**src/hdl/assert_macros.svh**
```systemverilog
// ----------------------------------------------------------------------------
// Assertion macros
// Shared concurrent assertion forms, clocked on clock and held off in reset.
// ----------------------------------------------------------------------------
`ifndef ASSERT_MACROS_SVH
`define ASSERT_MACROS_SVH

// prop must hold at every edge outside reset
`define ASSERT_CLK(label, prop, msg) \
   label: assert property (@(posedge clock) disable iff (reset) (prop)) else $error(msg);

// expr must never be true outside reset
`define ASSERT_NEVER(label, expr, msg) \
   label: assert property (@(posedge clock) disable iff (reset) !(expr)) else $error(msg);

`endif

```
**src/hdl/hrke_pkg.sv**
```systemverilog
// ----------------------------------------------------------------------------
// hrke_pkg
// Types, constants and code table for the HID report to key event block.
// ----------------------------------------------------------------------------
`timescale 1ns / 1ps

package hrke_pkg;

   localparam int KEY_SLOTS = 6;
   localparam int NUM_MODS  = 8;
   localparam int MAP_DEPTH = 256;
   localparam int NUM_CAND  = NUM_MODS + 2 * KEY_SLOTS;
   localparam int CAND_W    = $clog2(NUM_CAND);
   localparam int MOD_W     = $clog2(NUM_MODS);

   localparam logic [CAND_W-1:0] CAND_LAST = CAND_W'(NUM_CAND - 1);

   localparam logic MODE_REPORT    = 1'b0;
   localparam logic MODE_MAP_WRITE = 1'b1;

   localparam logic [7:0] CODE_CONTROL = 8'h36;
   localparam logic [7:0] CODE_SHIFT   = 8'h38;
   localparam logic [7:0] CODE_OPTION  = 8'h3A;
   localparam logic [7:0] CODE_COMMAND = 8'h37;
   localparam logic [7:0] CODE_DROP    = 8'hFF;

   typedef logic [7:0] key_type;
   typedef key_type [KEY_SLOTS-1:0] keys_type;

   typedef enum logic [1:0] {
      SEQ_IDLE,
      SEQ_SCAN,
      SEQ_DRAIN
   } seq_state_type;

   typedef struct packed {
      logic rel_act;
      logic prs_act;
   } lane_flags_type;

   typedef struct packed {
      logic [NUM_CAND-1:0]    act;
      logic [NUM_CAND-1:0]    rel;
      logic [NUM_CAND-1:0]    is_key;
      key_type [NUM_CAND-1:0] value;
   } cand_type;

   typedef struct packed {
      logic    en;
      key_type index;
      key_type code;
   } map_wr_type;

   // left and right modifiers share a code
   function automatic key_type mod_code(input logic [MOD_W-1:0] bit_idx);
      key_type code;
      case (bit_idx[1:0])
         2'd0:    code = CODE_CONTROL;
         2'd1:    code = CODE_SHIFT;
         2'd2:    code = CODE_OPTION;
         default: code = CODE_COMMAND;
      endcase
      return code;
   endfunction

endpackage

```
**src/hdl/hrke_req_if.sv**
```systemverilog
// ----------------------------------------------------------------------------
// hrke_req_if
// Request channel: keyboard report or map write beat.
// ----------------------------------------------------------------------------
`timescale 1ns / 1ps

interface hrke_req_if;
   import hrke_pkg::*;

   logic    valid;
   logic    ready;
   logic    mode;
   key_type modifier_bits;
   key_type key_slot_0;
   key_type key_slot_1;
   key_type key_slot_2;
   key_type key_slot_3;
   key_type key_slot_4;
   key_type key_slot_5;
   key_type map_index;
   key_type map_code;

   modport source (
      output valid, mode, modifier_bits, key_slot_0, key_slot_1, key_slot_2,
             key_slot_3, key_slot_4, key_slot_5, map_index, map_code,
      input  ready
   );

   modport sink (
      input  valid, mode, modifier_bits, key_slot_0, key_slot_1, key_slot_2,
             key_slot_3, key_slot_4, key_slot_5, map_index, map_code,
      output ready
   );

endinterface

```
**src/hdl/hrke_rsp_if.sv**
```systemverilog
// ----------------------------------------------------------------------------
// hrke_rsp_if
// Response channel: one key event per beat.
// ----------------------------------------------------------------------------
`timescale 1ns / 1ps

interface hrke_rsp_if;
   import hrke_pkg::*;

   logic    valid;
   logic    ready;
   logic    event_release;
   key_type target_code;
   logic    last_of_run;

   modport source (
      output valid, event_release, target_code, last_of_run,
      input  ready
   );

   modport sink (
      input  valid, event_release, target_code, last_of_run,
      output ready
   );

endinterface

```
**src/hdl/hrke_lane.sv**
```systemverilog
// ----------------------------------------------------------------------------
// hrke_lane
// One slot lane: flags a non-zero old key absent from the new report as
// released, a non-zero new key absent from the old report as pressed.
`timescale 1ns / 1ps

module hrke_lane (
   input  hrke_pkg::key_type        old_key,
   input  hrke_pkg::key_type        new_key,
   input  hrke_pkg::keys_type       old_keys,
   input  hrke_pkg::keys_type       new_keys,
   output hrke_pkg::lane_flags_type flags
);
   import hrke_pkg::*;

   logic old_seen;
   logic new_seen;

   always_comb begin
      old_seen = 1'b0;
      new_seen = 1'b0;
      for (int j = 0; j < KEY_SLOTS; j++) begin
         if (new_keys[j] == old_key) old_seen = 1'b1;
         if (old_keys[j] == new_key) new_seen = 1'b1;
      end
      flags.rel_act = (old_key != '0) && !old_seen;
      flags.prs_act = (new_key != '0) && !new_seen;
   end

endmodule

```
**src/hdl/hrke_seq.sv**
```systemverilog
// ----------------------------------------------------------------------------
// hrke_seq
// Merge sequencer: walks the candidates, translates keys, emits events.
// ----------------------------------------------------------------------------
`timescale 1ns / 1ps

module hrke_seq (
   input  logic                 clock,
   input  logic                 reset,
   input  logic                 start,
   input  hrke_pkg::cand_type   cand,
   input  hrke_pkg::map_wr_type map_wr,
   output logic                 idle,
   hrke_rsp_if.source           rsp
);
   import hrke_pkg::*;
   `include "assert_macros.svh"

   key_type map_mem [MAP_DEPTH];

   seq_state_type     state_ff, state_in;
   logic [CAND_W-1:0] idx_ff, idx_in;
   logic              b_valid_ff, b_valid_in;
   logic              b_rel_ff, b_rel_in;
   logic              b_key_ff, b_key_in;
   key_type           b_val_ff, b_val_in;
   key_type           rd_ff;
   logic              pend_valid_ff, pend_valid_in;
   logic              pend_rel_ff, pend_rel_in;
   key_type           pend_code_ff, pend_code_in;
   logic              out_valid_ff, out_valid_in;
   logic              out_rel_ff, out_rel_in;
   key_type           out_code_ff, out_code_in;
   logic              out_last_ff, out_last_in;

   logic    a_fire;
   logic    ev_valid;
   key_type ev_code;
   logic    out_free;
   logic    stall;
   logic    push_last;

   always_comb begin
      state_in      = state_ff;
      idx_in        = idx_ff;
      b_valid_in    = b_valid_ff;
      b_rel_in      = b_rel_ff;
      b_key_in      = b_key_ff;
      b_val_in      = b_val_ff;
      pend_valid_in = pend_valid_ff;
      pend_rel_in   = pend_rel_ff;
      pend_code_in  = pend_code_ff;
      out_valid_in  = out_valid_ff && !rsp.ready;
      out_rel_in    = out_rel_ff;
      out_code_in   = out_code_ff;
      out_last_in   = out_last_ff;
      a_fire        = 1'b0;
      push_last     = 1'b0;

      ev_valid = b_valid_ff && !(b_key_ff && (rd_ff == CODE_DROP));
      ev_code  = b_key_ff ? rd_ff : b_val_ff;
      out_free = !out_valid_ff || rsp.ready;
      stall    = ev_valid && pend_valid_ff && !out_free;

      // one event is held back until the next one shows whether it is last
      if (!stall) begin
         b_valid_in = 1'b0;
         if (ev_valid) begin
            if (pend_valid_ff) begin
               out_valid_in = 1'b1;
               out_rel_in   = pend_rel_ff;
               out_code_in  = pend_code_ff;
               out_last_in  = 1'b0;
            end
            pend_valid_in = 1'b1;
            pend_rel_in   = b_rel_ff;
            pend_code_in  = ev_code;
         end
      end

      case (state_ff)
         SEQ_IDLE: begin
            if (start) begin
               state_in = SEQ_SCAN;
               idx_in   = '0;
            end
         end
         SEQ_SCAN: begin
            if (!stall) begin
               a_fire     = 1'b1;
               b_valid_in = cand.act[idx_ff];
               b_rel_in   = cand.rel[idx_ff];
               b_key_in   = cand.is_key[idx_ff];
               b_val_in   = cand.value[idx_ff];
               idx_in     = CAND_W'(idx_ff + 1'b1);
               if (idx_ff == CAND_LAST) state_in = SEQ_DRAIN;
            end
         end
         SEQ_DRAIN: begin
            if (!b_valid_ff) begin
               if (!pend_valid_ff) begin
                  state_in = SEQ_IDLE;
               end else if (out_free) begin
                  out_valid_in  = 1'b1;
                  out_rel_in    = pend_rel_ff;
                  out_code_in   = pend_code_ff;
                  out_last_in   = 1'b1;
                  pend_valid_in = 1'b0;
                  push_last     = 1'b1;
                  state_in      = SEQ_IDLE;
               end
            end
         end
         default: state_in = SEQ_IDLE;
      endcase
   end

   always_ff @(posedge clock) begin
      if (reset) begin
         state_ff      <= SEQ_IDLE;
         idx_ff        <= '0;
         b_valid_ff    <= 1'b0;
         pend_valid_ff <= 1'b0;
         out_valid_ff  <= 1'b0;
      end else begin
         state_ff      <= state_in;
         idx_ff        <= idx_in;
         b_valid_ff    <= b_valid_in;
         pend_valid_ff <= pend_valid_in;
         out_valid_ff  <= out_valid_in;
      end
   end

   always_ff @(posedge clock) begin
      b_rel_ff     <= b_rel_in;
      b_key_ff     <= b_key_in;
      b_val_ff     <= b_val_in;
      pend_rel_ff  <= pend_rel_in;
      pend_code_ff <= pend_code_in;
      out_rel_ff   <= out_rel_in;
      out_code_ff  <= out_code_in;
      out_last_ff  <= out_last_in;
   end

   always_ff @(posedge clock) begin
      if (map_wr.en) map_mem[map_wr.index] <= map_wr.code;
      if (a_fire) rd_ff <= map_mem[cand.value[idx_ff]];
   end

   assign idle              = (state_ff == SEQ_IDLE);
   assign rsp.valid         = out_valid_ff;
   assign rsp.event_release = out_rel_ff;
   assign rsp.target_code   = out_code_ff;
   assign rsp.last_of_run   = out_last_ff;

   `ASSERT_NEVER(a_idle_no_pend, (state_ff == SEQ_IDLE) && pend_valid_ff, "held event in idle")
   `ASSERT_NEVER(a_idle_b_empty, (state_ff == SEQ_IDLE) && b_valid_ff, "lookup busy in idle")
   `ASSERT_CLK(a_last_ends_run, push_last |=> (state_ff == SEQ_IDLE), "last beat before run end")
   `ASSERT_NEVER(a_start_busy, start && (state_ff != SEQ_IDLE), "report started while busy")

endmodule

```
**src/hdl/hid_report_to_key_events.sv**
```systemverilog
// ----------------------------------------------------------------------------
// hid_report_to_key_events
// Boot keyboard report to key down/up events through a usage map.
//
//   channel  dir  beat
//   req_bus  in   report (mode 0) or map entry write (mode 1)
//   rsp_bus  out  one key event, last_of_run on the final one of a report
//
// A map write gives no beat.
// A report is run by the sequencer, which steps one candidate per cycle
// through the map read unless stalled; req_ready is low meanwhile.
// A stalled rsp_bus holds the sequencer only when two events are queued.
// Reset clears the held report; map entries stay undefined until written.
// ----------------------------------------------------------------------------
`timescale 1ns / 1ps

module hid_report_to_key_events (
   input  logic       clock,
   input  logic       reset,
   hrke_req_if.sink   req_bus,
   hrke_rsp_if.source rsp_bus
);
   import hrke_pkg::*;

   key_type        prev_mods_ff;
   keys_type       prev_keys_ff;
   cand_type       cand_ff, cand_in;
   keys_type       new_keys;
   lane_flags_type lane_flags [KEY_SLOTS];
   map_wr_type     map_wr;
   logic           accept;
   logic           report_accept;
   logic           seq_idle;

   assign new_keys = {req_bus.key_slot_5, req_bus.key_slot_4, req_bus.key_slot_3,
                      req_bus.key_slot_2, req_bus.key_slot_1, req_bus.key_slot_0};

   assign req_bus.ready = seq_idle;
   assign accept        = req_bus.valid && req_bus.ready;
   assign report_accept = accept && (req_bus.mode == MODE_REPORT);

   assign map_wr.en    = accept && (req_bus.mode == MODE_MAP_WRITE);
   assign map_wr.index = req_bus.map_index;
   assign map_wr.code  = req_bus.map_code;

   for (genvar i = 0; i < KEY_SLOTS; i++) begin : g_lane
      hrke_lane u_lane (
         .old_key  (prev_keys_ff[i]),
         .new_key  (new_keys[i]),
         .old_keys (prev_keys_ff),
         .new_keys (new_keys),
         .flags    (lane_flags[i])
      );
   end

   // candidate order: modifiers, releases by old slot, presses by new slot
   always_comb begin
      for (int m = 0; m < NUM_MODS; m++) begin
         cand_in.act[m]    = prev_mods_ff[m] ^ req_bus.modifier_bits[m];
         cand_in.rel[m]    = !req_bus.modifier_bits[m];
         cand_in.is_key[m] = 1'b0;
         cand_in.value[m]  = mod_code(MOD_W'(m));
      end
      for (int i = 0; i < KEY_SLOTS; i++) begin
         cand_in.act[NUM_MODS + i]                = lane_flags[i].rel_act;
         cand_in.rel[NUM_MODS + i]                = 1'b1;
         cand_in.is_key[NUM_MODS + i]             = 1'b1;
         cand_in.value[NUM_MODS + i]              = prev_keys_ff[i];
         cand_in.act[NUM_MODS + KEY_SLOTS + i]    = lane_flags[i].prs_act;
         cand_in.rel[NUM_MODS + KEY_SLOTS + i]    = 1'b0;
         cand_in.is_key[NUM_MODS + KEY_SLOTS + i] = 1'b1;
         cand_in.value[NUM_MODS + KEY_SLOTS + i]  = new_keys[i];
      end
   end

   always_ff @(posedge clock) begin
      if (reset) begin
         prev_mods_ff <= '0;
         prev_keys_ff <= '0;
      end else if (report_accept) begin
         prev_mods_ff <= req_bus.modifier_bits;
         prev_keys_ff <= new_keys;
      end
   end

   always_ff @(posedge clock) begin
      if (report_accept) cand_ff <= cand_in;
   end

   hrke_seq u_seq (
      .clock  (clock),
      .reset  (reset),
      .start  (report_accept),
      .cand   (cand_ff),
      .map_wr (map_wr),
      .idle   (seq_idle),
      .rsp    (rsp_bus)
   );

endmodule
```
**src/flat_wrapper.sv**
```systemverilog
// flat-port wrapper written by rule: the top's interface ports become plain ports
module hid_report_to_key_events_flat import hrke_pkg::*;
  (clock, reset, req_bus_valid, req_bus_mode, req_bus_modifier_bits, req_bus_key_slot_0, req_bus_key_slot_1, req_bus_key_slot_2, req_bus_key_slot_3, req_bus_key_slot_4, req_bus_key_slot_5, req_bus_map_index, req_bus_map_code, req_bus_ready, rsp_bus_valid, rsp_bus_event_release, rsp_bus_target_code, rsp_bus_last_of_run, rsp_bus_ready);
  hrke_req_if req_bus_i ();
  hrke_rsp_if rsp_bus_i ();
  input  logic clock;
  input  logic reset;
  input wire logic [$bits(req_bus_i.valid)-1:0] req_bus_valid;
  input wire logic [$bits(req_bus_i.mode)-1:0] req_bus_mode;
  input wire logic [$bits(req_bus_i.modifier_bits)-1:0] req_bus_modifier_bits;
  input wire logic [$bits(req_bus_i.key_slot_0)-1:0] req_bus_key_slot_0;
  input wire logic [$bits(req_bus_i.key_slot_1)-1:0] req_bus_key_slot_1;
  input wire logic [$bits(req_bus_i.key_slot_2)-1:0] req_bus_key_slot_2;
  input wire logic [$bits(req_bus_i.key_slot_3)-1:0] req_bus_key_slot_3;
  input wire logic [$bits(req_bus_i.key_slot_4)-1:0] req_bus_key_slot_4;
  input wire logic [$bits(req_bus_i.key_slot_5)-1:0] req_bus_key_slot_5;
  input wire logic [$bits(req_bus_i.map_index)-1:0] req_bus_map_index;
  input wire logic [$bits(req_bus_i.map_code)-1:0] req_bus_map_code;
  output wire logic [$bits(req_bus_i.ready)-1:0] req_bus_ready;
  output wire logic [$bits(rsp_bus_i.valid)-1:0] rsp_bus_valid;
  output wire logic [$bits(rsp_bus_i.event_release)-1:0] rsp_bus_event_release;
  output wire logic [$bits(rsp_bus_i.target_code)-1:0] rsp_bus_target_code;
  output wire logic [$bits(rsp_bus_i.last_of_run)-1:0] rsp_bus_last_of_run;
  input wire logic [$bits(rsp_bus_i.ready)-1:0] rsp_bus_ready;
  assign req_bus_i.valid = req_bus_valid;
  assign req_bus_i.mode = req_bus_mode;
  assign req_bus_i.modifier_bits = req_bus_modifier_bits;
  assign req_bus_i.key_slot_0 = req_bus_key_slot_0;
  assign req_bus_i.key_slot_1 = req_bus_key_slot_1;
  assign req_bus_i.key_slot_2 = req_bus_key_slot_2;
  assign req_bus_i.key_slot_3 = req_bus_key_slot_3;
  assign req_bus_i.key_slot_4 = req_bus_key_slot_4;
  assign req_bus_i.key_slot_5 = req_bus_key_slot_5;
  assign req_bus_i.map_index = req_bus_map_index;
  assign req_bus_i.map_code = req_bus_map_code;
  assign req_bus_ready = req_bus_i.ready;
  assign rsp_bus_valid = rsp_bus_i.valid;
  assign rsp_bus_event_release = rsp_bus_i.event_release;
  assign rsp_bus_target_code = rsp_bus_i.target_code;
  assign rsp_bus_last_of_run = rsp_bus_i.last_of_run;
  assign rsp_bus_i.ready = rsp_bus_ready;
  hid_report_to_key_events u_core (.clock(clock), .reset(reset), .req_bus(req_bus_i), .rsp_bus(rsp_bus_i));
endmodule
```
**config.mk**
```make
export PLATFORM = sky130hd
export DESIGN_NAME = hid_report_to_key_events_flat
export DESIGN_NICKNAME = d
export VERILOG_FILES = /design/src/hdl/hrke_pkg.sv /design/src/hdl/hrke_req_if.sv /design/src/hdl/hrke_rsp_if.sv /design/src/hdl/hrke_lane.sv /design/src/hdl/hrke_seq.sv /design/src/hdl/hid_report_to_key_events.sv /design/src/flat_wrapper.sv
export VERILOG_INCLUDE_DIRS = /design/src /design/src/hdl
export SDC_FILE = /design/constraint.sdc
export NUM_CORES = 2
export LEC_CHECK = 0
export BUFFER_PORTS_ARGS = -buffer_cell sky130_fd_sc_hd__buf_4
export CAP_MARGIN = 20
export CORE_ASPECT_RATIO = 0.7
export CORE_MARGIN = 1
export CORE_UTILIZATION = 35
export CTS_CLUSTER_SIZE = 20
export DETAILED_ROUTE_END_ITERATION = 10
export HOLD_SLACK_MARGIN = 0.12
export PLACE_DENSITY = 0.55
export REMOVE_ABC_BUFFERS = 1
export SLEW_MARGIN = 20
export SYNTH_ARGS = -nofsm -noshare
export SYNTH_HDL_FRONTEND = slang
export SYNTH_SLANG_ARGS = --single-unit
export TNS_END_PERCENT = 1
```
**constraint.sdc**
```tcl
create_clock -name clock -period 17.75 [get_ports clock]
set_input_delay 3.55 -clock clock [delete_from_list [all_inputs] [get_ports clock]]
set_output_delay 3.55 -clock clock [all_outputs]
set_load 0.1 [all_outputs]
```
=== Yosys cells after proc, flatten, opt, wreduce, memory -nomap -nowiden ===
Memories as Yosys holds them, arrays and structs flattened. A register that Yosys moved wholly into a read port is not among the register bits.
Cells that the tools add are included.
W data, S select, Z words.

* Register bits after elaboration: 218
* Memory bits (writable): 2048
* ROM bits: 32
* Input port bits: 77
* Output and inout port bits: 12
* Memories kept: 2

* Add/subtract/negate cells: 1
* $lt $le $gt $ge: 1
* Equality and inequality tests: 81
* Muxes and demuxes: 130
* Bitwise operators: 10
* Reduce and logical (&&, ||, !) cells: 63

{| class="wikitable"
|+ Memories
! name !! depth !! bits a word !! rd ports !! clocked after memory_dff !! write ports !! RTL line !! text
|-
| u_core.u_seq.map_mem || 256 || 8 || 1 || 1 || 1 || hrke_seq.sv:19 || <nowiki>key_type map_mem [MAP_DEPTH];</nowiki>
|-
| (no name shown) || 32 || 1 || 1 || 1 || 0 || hrke_seq.sv:93 || <nowiki>b_key_in = cand.is_key[idx_ff];</nowiki>
|}

{| class="wikitable"
|+ Operator list
! kind !! number
|-
| $eq A8 B8 Y1 || 72
|-
| $mux W1 || 108
|-
| $reduce_bool A8 Y1 || 12
|-
| $mux W8 || 9
|-
| $bmux W8 S5 || 1
|-
| $logic_not A1 Y1 || 24
|-
| $logic_and A1 B1 Y1 || 20
|-
| $mux W2 || 6
|-
| $bmux W1 S5 || 2
|-
| $mux W5 || 2
|-
| $pmux W5 S2 || 1
|-
| $eq A8 B8 Y1 const B || 1
|-
| $ne A2 B2 Y1 const B || 4
|-
| $xor A1 B1 Y1 || 8
|-
| $lt A5 B6 Y1 const B || 1
|-
| $pmux W2 S3 || 1
|-
| $add A5 B1 Y5 const B || 1
|-
| $eq A5 B5 Y1 const B || 1
|-
| $reduce_and A5 Y1 || 1
|-
| $reduce_and A2 Y1 || 2
|-
| $ne A3 B3 Y1 const B || 1
|-
| $reduce_and A3 Y1 || 1
|-
| $eq A2 B1 Y1 const B || 1
|-
| $eq A2 B2 Y1 const B || 1
|-
| other kinds (4) || 5
|}

=== Depth between registers and ports, before layout ===
* Depth after elaboration: 11
* Depth in mapped cells: 19
* Gate-level depth less buffers: 11

=== By module ===
A second synthesis with hierarchy kept.

* Cells, all modules: 7284
* Area total of the unflattened synthesis: 99999.7 sq um

{| class="wikitable"
|+ By module, submodules not included
! module !! instances !! cells each !! area an instance (sq um) !! seq. area each (sq um)
|-
| hrke_seq || 1 || 5973 || 85904.9 || 62710.1
|-
| hrke_lane || 6 || 154 || 1292.5 || 0.0
|-
| hid_report_to_key_events || 1 || 387 || 6339.8 || 4844.6
|}

=== Least setup slack after synthesis ===
No wires, ideal clock.

* Kind: input-to-reg
* Start: input req_bus_valid
* End: register u_core.cand_ff[100] (netlist name) (enable)
* Arrival: 7.682 ns
* Data required time: 17.213 ns
* Setup slack: 9.531 ns
* Stages: 5
* Buffers on the path: 2
* Cell sequence: nand2_1 > or2_2 > clkbuf_1 > clkinv_1 > clkbuf_1

* Word-level cells in the longest chain between the ends: 2

{| class="wikitable"
|+ RTL lines
! item !! RTL line !! text
|-
| start, declared || flat_wrapper.sv:8 || <nowiki>input wire logic [$bits(req_bus_i.valid)-1:0] req_bus_valid;</nowiki>
|-
| $logic_and A1 B1 Y1 || hid_report_to_key_events.sv:39 || <nowiki>assign accept = req_bus.valid && req_bus.ready;</nowiki>
|-
| $logic_and A1 B1 Y1 || hid_report_to_key_events.sv:40 || <nowiki>assign report_accept = accept && (req_bus.mode == MODE_REPORT);</nowiki>
|-
| net u_core.report_accept || hid_report_to_key_events.sv:32 || <nowiki>logic report_accept;</nowiki>
|-
| end signal, assigned || hid_report_to_key_events.sv:87 || <nowiki>if (report_accept) cand_ff <= cand_in;</nowiki>
|-
| end, declared || hid_report_to_key_events.sv:27 || <nowiki>cand_type cand_ff, cand_in;</nowiki>
|}

The timed path passes the listed nets, and every way through them passes these cells.
A chain may end at the register's enable or synchronous reset.

=== Worst setup path in the final report ===
* Start: register u_core.u_seq.idx_ff[1]
* End: register u_core.u_seq.rd_ff[5], read port of u_core.u_seq.map_mem, data pin

* Word-level cells in the longest chain between the ends: 2

{| class="wikitable"
|+ RTL lines
! item !! RTL line !! text
|-
| start, declared || hrke_seq.sv:22 || <nowiki>logic [CAND_W-1:0] idx_ff, idx_in;</nowiki>
|-
| start signal, assigned || hrke_seq.sv:127 || <nowiki>idx_ff <= idx_in;</nowiki>
|-
| $bmux W8 S5 || hrke_seq.sv:147 || <nowiki>if (a_fire) rd_ff <= map_mem[cand.value[idx_ff]];</nowiki>
|-
| $mux W8 (not written as such) || hrke_seq.sv:147 ||
|-
| end, declared || hrke_seq.sv:27 || <nowiki>key_type rd_ff;</nowiki>
|}

Every way passes these cells. The select of a mux whose other input is x is not followed.

==> results.yml <==
global_routing:
  use_met3: 0.0540
  use_met1: 0.312
  grt_use_met2: 0.288
  grt-busiest-layer: "met1"
  antenna_found_initial: 18
  gr-usage-all-layers: 0.204
  grt_overflow_total: 0
  grt_max_degree: 171
  grt_pass1_vias: 55664
  grt_pass1_wl_um: 408000
die:
  start_util: 0.353
  rows: 158
  num_io_pins: 89
  die_w_um: 622
  dieArea_mm2: 0.271
  core_mm2: 0.266
  die_y_um: 436
logic_synthesis:
  ys_warn_count: 0
  synthArstFlopShare: 0
  ys_types: 61
  syn-cell-area_mm2: 0.0940
  synth_edf_count: 2199
  ys_seq_elements: 2275
  avgSynthCellArea_um2: 13.5
  seq_area_frac_synth: 0.718
  synthCells: 6972
  synthFlopType: "edfxtp_1"
clock_tree:
  numCtsBuffers: 213
  clk_pin_slew_ps: 70
  cts.hold.buffers_added: 0
  cts_setup_buffers: 0
  cts_root_buf: "clkbuf_16"
  post_cts_resize_count: 0
  ctsHtreeMaxLevel: 4
  cts.sinks: 2275
  clock_latency_ps: 870
  cts_tree: "yes"
  cts_buffer_depth: 4
sta:
  post-route-period-util: 0.454
  fin_skew_ps: 57.3
  finalSetupTns_ps: 0
  hold_viol_final: 0
  clock.fmax_ghz: 0.124
  rsz0062_at_grt: "no"
  setup_viol: 0
  drv_slew: 0
  slew_headroom: 0.160
  fin_crit_ps: 8050
  worst_slew_pin_slew_ps: 1260
power:
  vdd_drop_max_mv: 0.0788
  p_per_area_mw_per_mm2: 106
  leakagePower_nw: 32.6
route:
  drtPass1Iterations: 5
  viasPerCell: 5.64
  drc: 0
  drt-initial-drc-count: 7950
  wl_per_cell_um: 27.2
  antenna_left: 0
  num_vias: 59410
  drt_wl_total_um: 287000
worst_setup_path:
  cp_num_cells: 14
  slowest_stage: "buf_4"
  cpMostUsedCell: "buf_4"
  arrival_ps: 8720
  startpoint_type: "flop"
  path_buf_inv: 5
  reg2reg_setup_slack_ps: 9700
  path_class: "reg2reg"
  cpPeakStageDelay_ps: 820
  cpLargestDelayFamily: "buffers and inverters"
  r2r.worst_path.cells: 14
  crit_path_max_fanout: 118
  crit_chain: "buf_4, ha_1, a22o_1, a31oi_4, inv_8, buf_4, buf_4, buf_4, a221oi_1, a2111oi_0, nor4_1, a22oi_1, a31oi_1, nor4_1"
  worst_setup_path_end_kind: "flop"
  worstPathRequired_ps: 18420
finish:
  area_delta_synth_final_pct: 11.4
  nets: 6929
  register_area_mm2: 0.0676
  multi_input_area_mm2: 0.0242
  fillers: 24631
  final_util: 0.394
  drive_above_1_share: 0.0862
placed_design:
  io_buffers: 88
  gp_congestion: 0.912
  post-dp-hpwl_um: 169000
job:
  drv.max_cap_violation_count: 0
min_path:
  min_path_cells: 0
  hold_path_class: "reg2reg"
run_status:
  status: "complete, no violations"
-- layout by cell type (no fill, tap or decap), types with 18 or more instances in the layout --
cell	netlist	routed
dfxtp_1	76	74
a311oi_1	36	36
nor4_1	114	99
xnor2_1	97	97
edfxtp_1	2199	2199
nor2_1	300	295
nand2_1	1345	1336
mux4_2	23	23
xor2_1	201	201
nand4_1	59	59
a22oi_1	237	237
inv_1	34	32
clkbuf_16	0	219
mux2i_1	304	304
a221oi_1	82	82
clkinv_1	3	45
mux2_2	18	18
and3_1	62	62
buf_4	16	198
a21oi_1	445	445
clkinv_2	0	33
a31oi_1	30	23
a32oi_1	99	99
a2111oi_0	60	59
clkbuf_1	307	46
nand3_1	444	437
a211oi_1	36	36
-- synth_stat cells, drive strengths merged (8+ instances only) --
cell     number  area, µm²
edfxtp     2199      66000
clkbuf      307       1150
mux2i       304       3040
a311oi       36        315
a32oi        99        867
o21ai        12       60.1
nor2b        11       68.8
xor2        201       1760
mux2         18        203
nor4        114        713
a211oi       36        270
a2111oi      60        526
nand4        59        369
a221oi       82        718
xnor2        97        850
nor3         19        100
o221ai        8       70.1
mux4         23        518
nor2        300       1130
dfxtp        76       1520
inv          36        135
a22oi       237       1780
a31oi        31        209
a21oi       445       2230
nand3       444       2220
nand2      1345       5050
buf         248       1240
o22ai         9       62.6
and3         62        388
-- cells by family (layout without fill, tap and decap cells) --
logic type | count (synthesis) | in the layout | share of synthesized area
other | 0 | 2 | 0
adders and majority gates | 2 | 2 | 0.000266
AOI/OAI and AO/OA | 1086 | 1086 | 0.0785
muxes | 345 | 345 | 0.0400
and+or+nand+nor | 2372 | 2372 | 0.108
DFF | 2275 | 2275 | 0.718
xor gates and xnor gates | 298 | 298 | 0.0278
buffers and inverters | 594 | 628 | 0.0270
-- cell type report --
| cell class | count | area share |
|---|---|---|
| Sequential cell | 2275 | 0.645 |
| Multi-Input combinational cell | 4103 | 0.231 |
| Clock buffer | 267 | 0.0542 |
| Tap cell | 3520 | 0.0421 |
| Timing Repair Buffer | 218 | 0.0173 |
| Clock inverter | 104 | 0.00851 |
| Inverter | 39 | 0.00160 |
| Antenna cell | 2 | 0.0000478 |
-- per-layer routing --
layer / routed length [µm] / share of wire
met1: 129000 / 0.45
met5: 13 / 0.000045
met4: 6260 / 0.022
met3: 30800 / 0.11
met2: 120000 / 0.42
-- stage by stage --
step                      setup slack, ps  hold WS (ps)  cells  power (mW)  cell area (µm²)
after detailed placement             9760           407  10150        6.68            98000
after CTS                            9740           422  10521        11.1           105000
after floorplan                    -24250           400   6417        6.36            91600
final                                9700           426  10528        11.1           105000
after global placement               9930           409  10149        6.67            98000
after global routing                 9500           425  10526        11.3           105000
-- power by group --
group / internal [mW] / switching [mW] / total [mW]
Clock: 2.47 / 2.01 / 4.48
Sequential: 5.91 / 0.0364 / 5.95
Combinational: 0.158 / 0.474 / 0.632
Total: 8.54 / 2.52 / 11.1
-- sequential cells by signal, indices dropped and copies added (netlist names), 2 cells and up, named ones only --
signal / cells
u_core.u_seq.map_mem: 2048
u_core.u_seq.idx_ff: 5
u_core.u_seq.rsp.target_code: 8
u_core.cand_in: 48
u_core.u_seq.rd_ff: 8
u_core.u_seq.pend_code_ff: 8
u_core.u_seq.b_val_ff: 8
u_core.prev_mods_ff: 8
u_core.u_seq.state_ff: 2
u_core.cand_ff: 124
-- final timing paths --
path	from	to
worst max-delay path	u_core.u_seq.idx_ff[1]	u_core.u_seq.rd_ff[5]
worst min-delay path	u_core.u_seq.b_rel_ff	u_core.u_seq.pend_rel_ff
worst max register to register	u_core.u_seq.idx_ff[1]	u_core.u_seq.rd_ff[5]
worst min register to register	u_core.u_seq.b_rel_ff	u_core.u_seq.pend_rel_ff
-- worst register-to-register path, cell delays in order (launching register included) --
cell and delay [ps]:
dfxtp_2 560, buf_4 540, ha_1 420, a22o_1 680
a31oi_4 110, inv_8 540, buf_4 840, buf_4 860
buf_4 700, a221oi_1 200, a2111oi_0 660, nor4_1 180
a22oi_1 600, a31oi_1 570, nor4_1 400
Power figures use the tool's default switching activity.
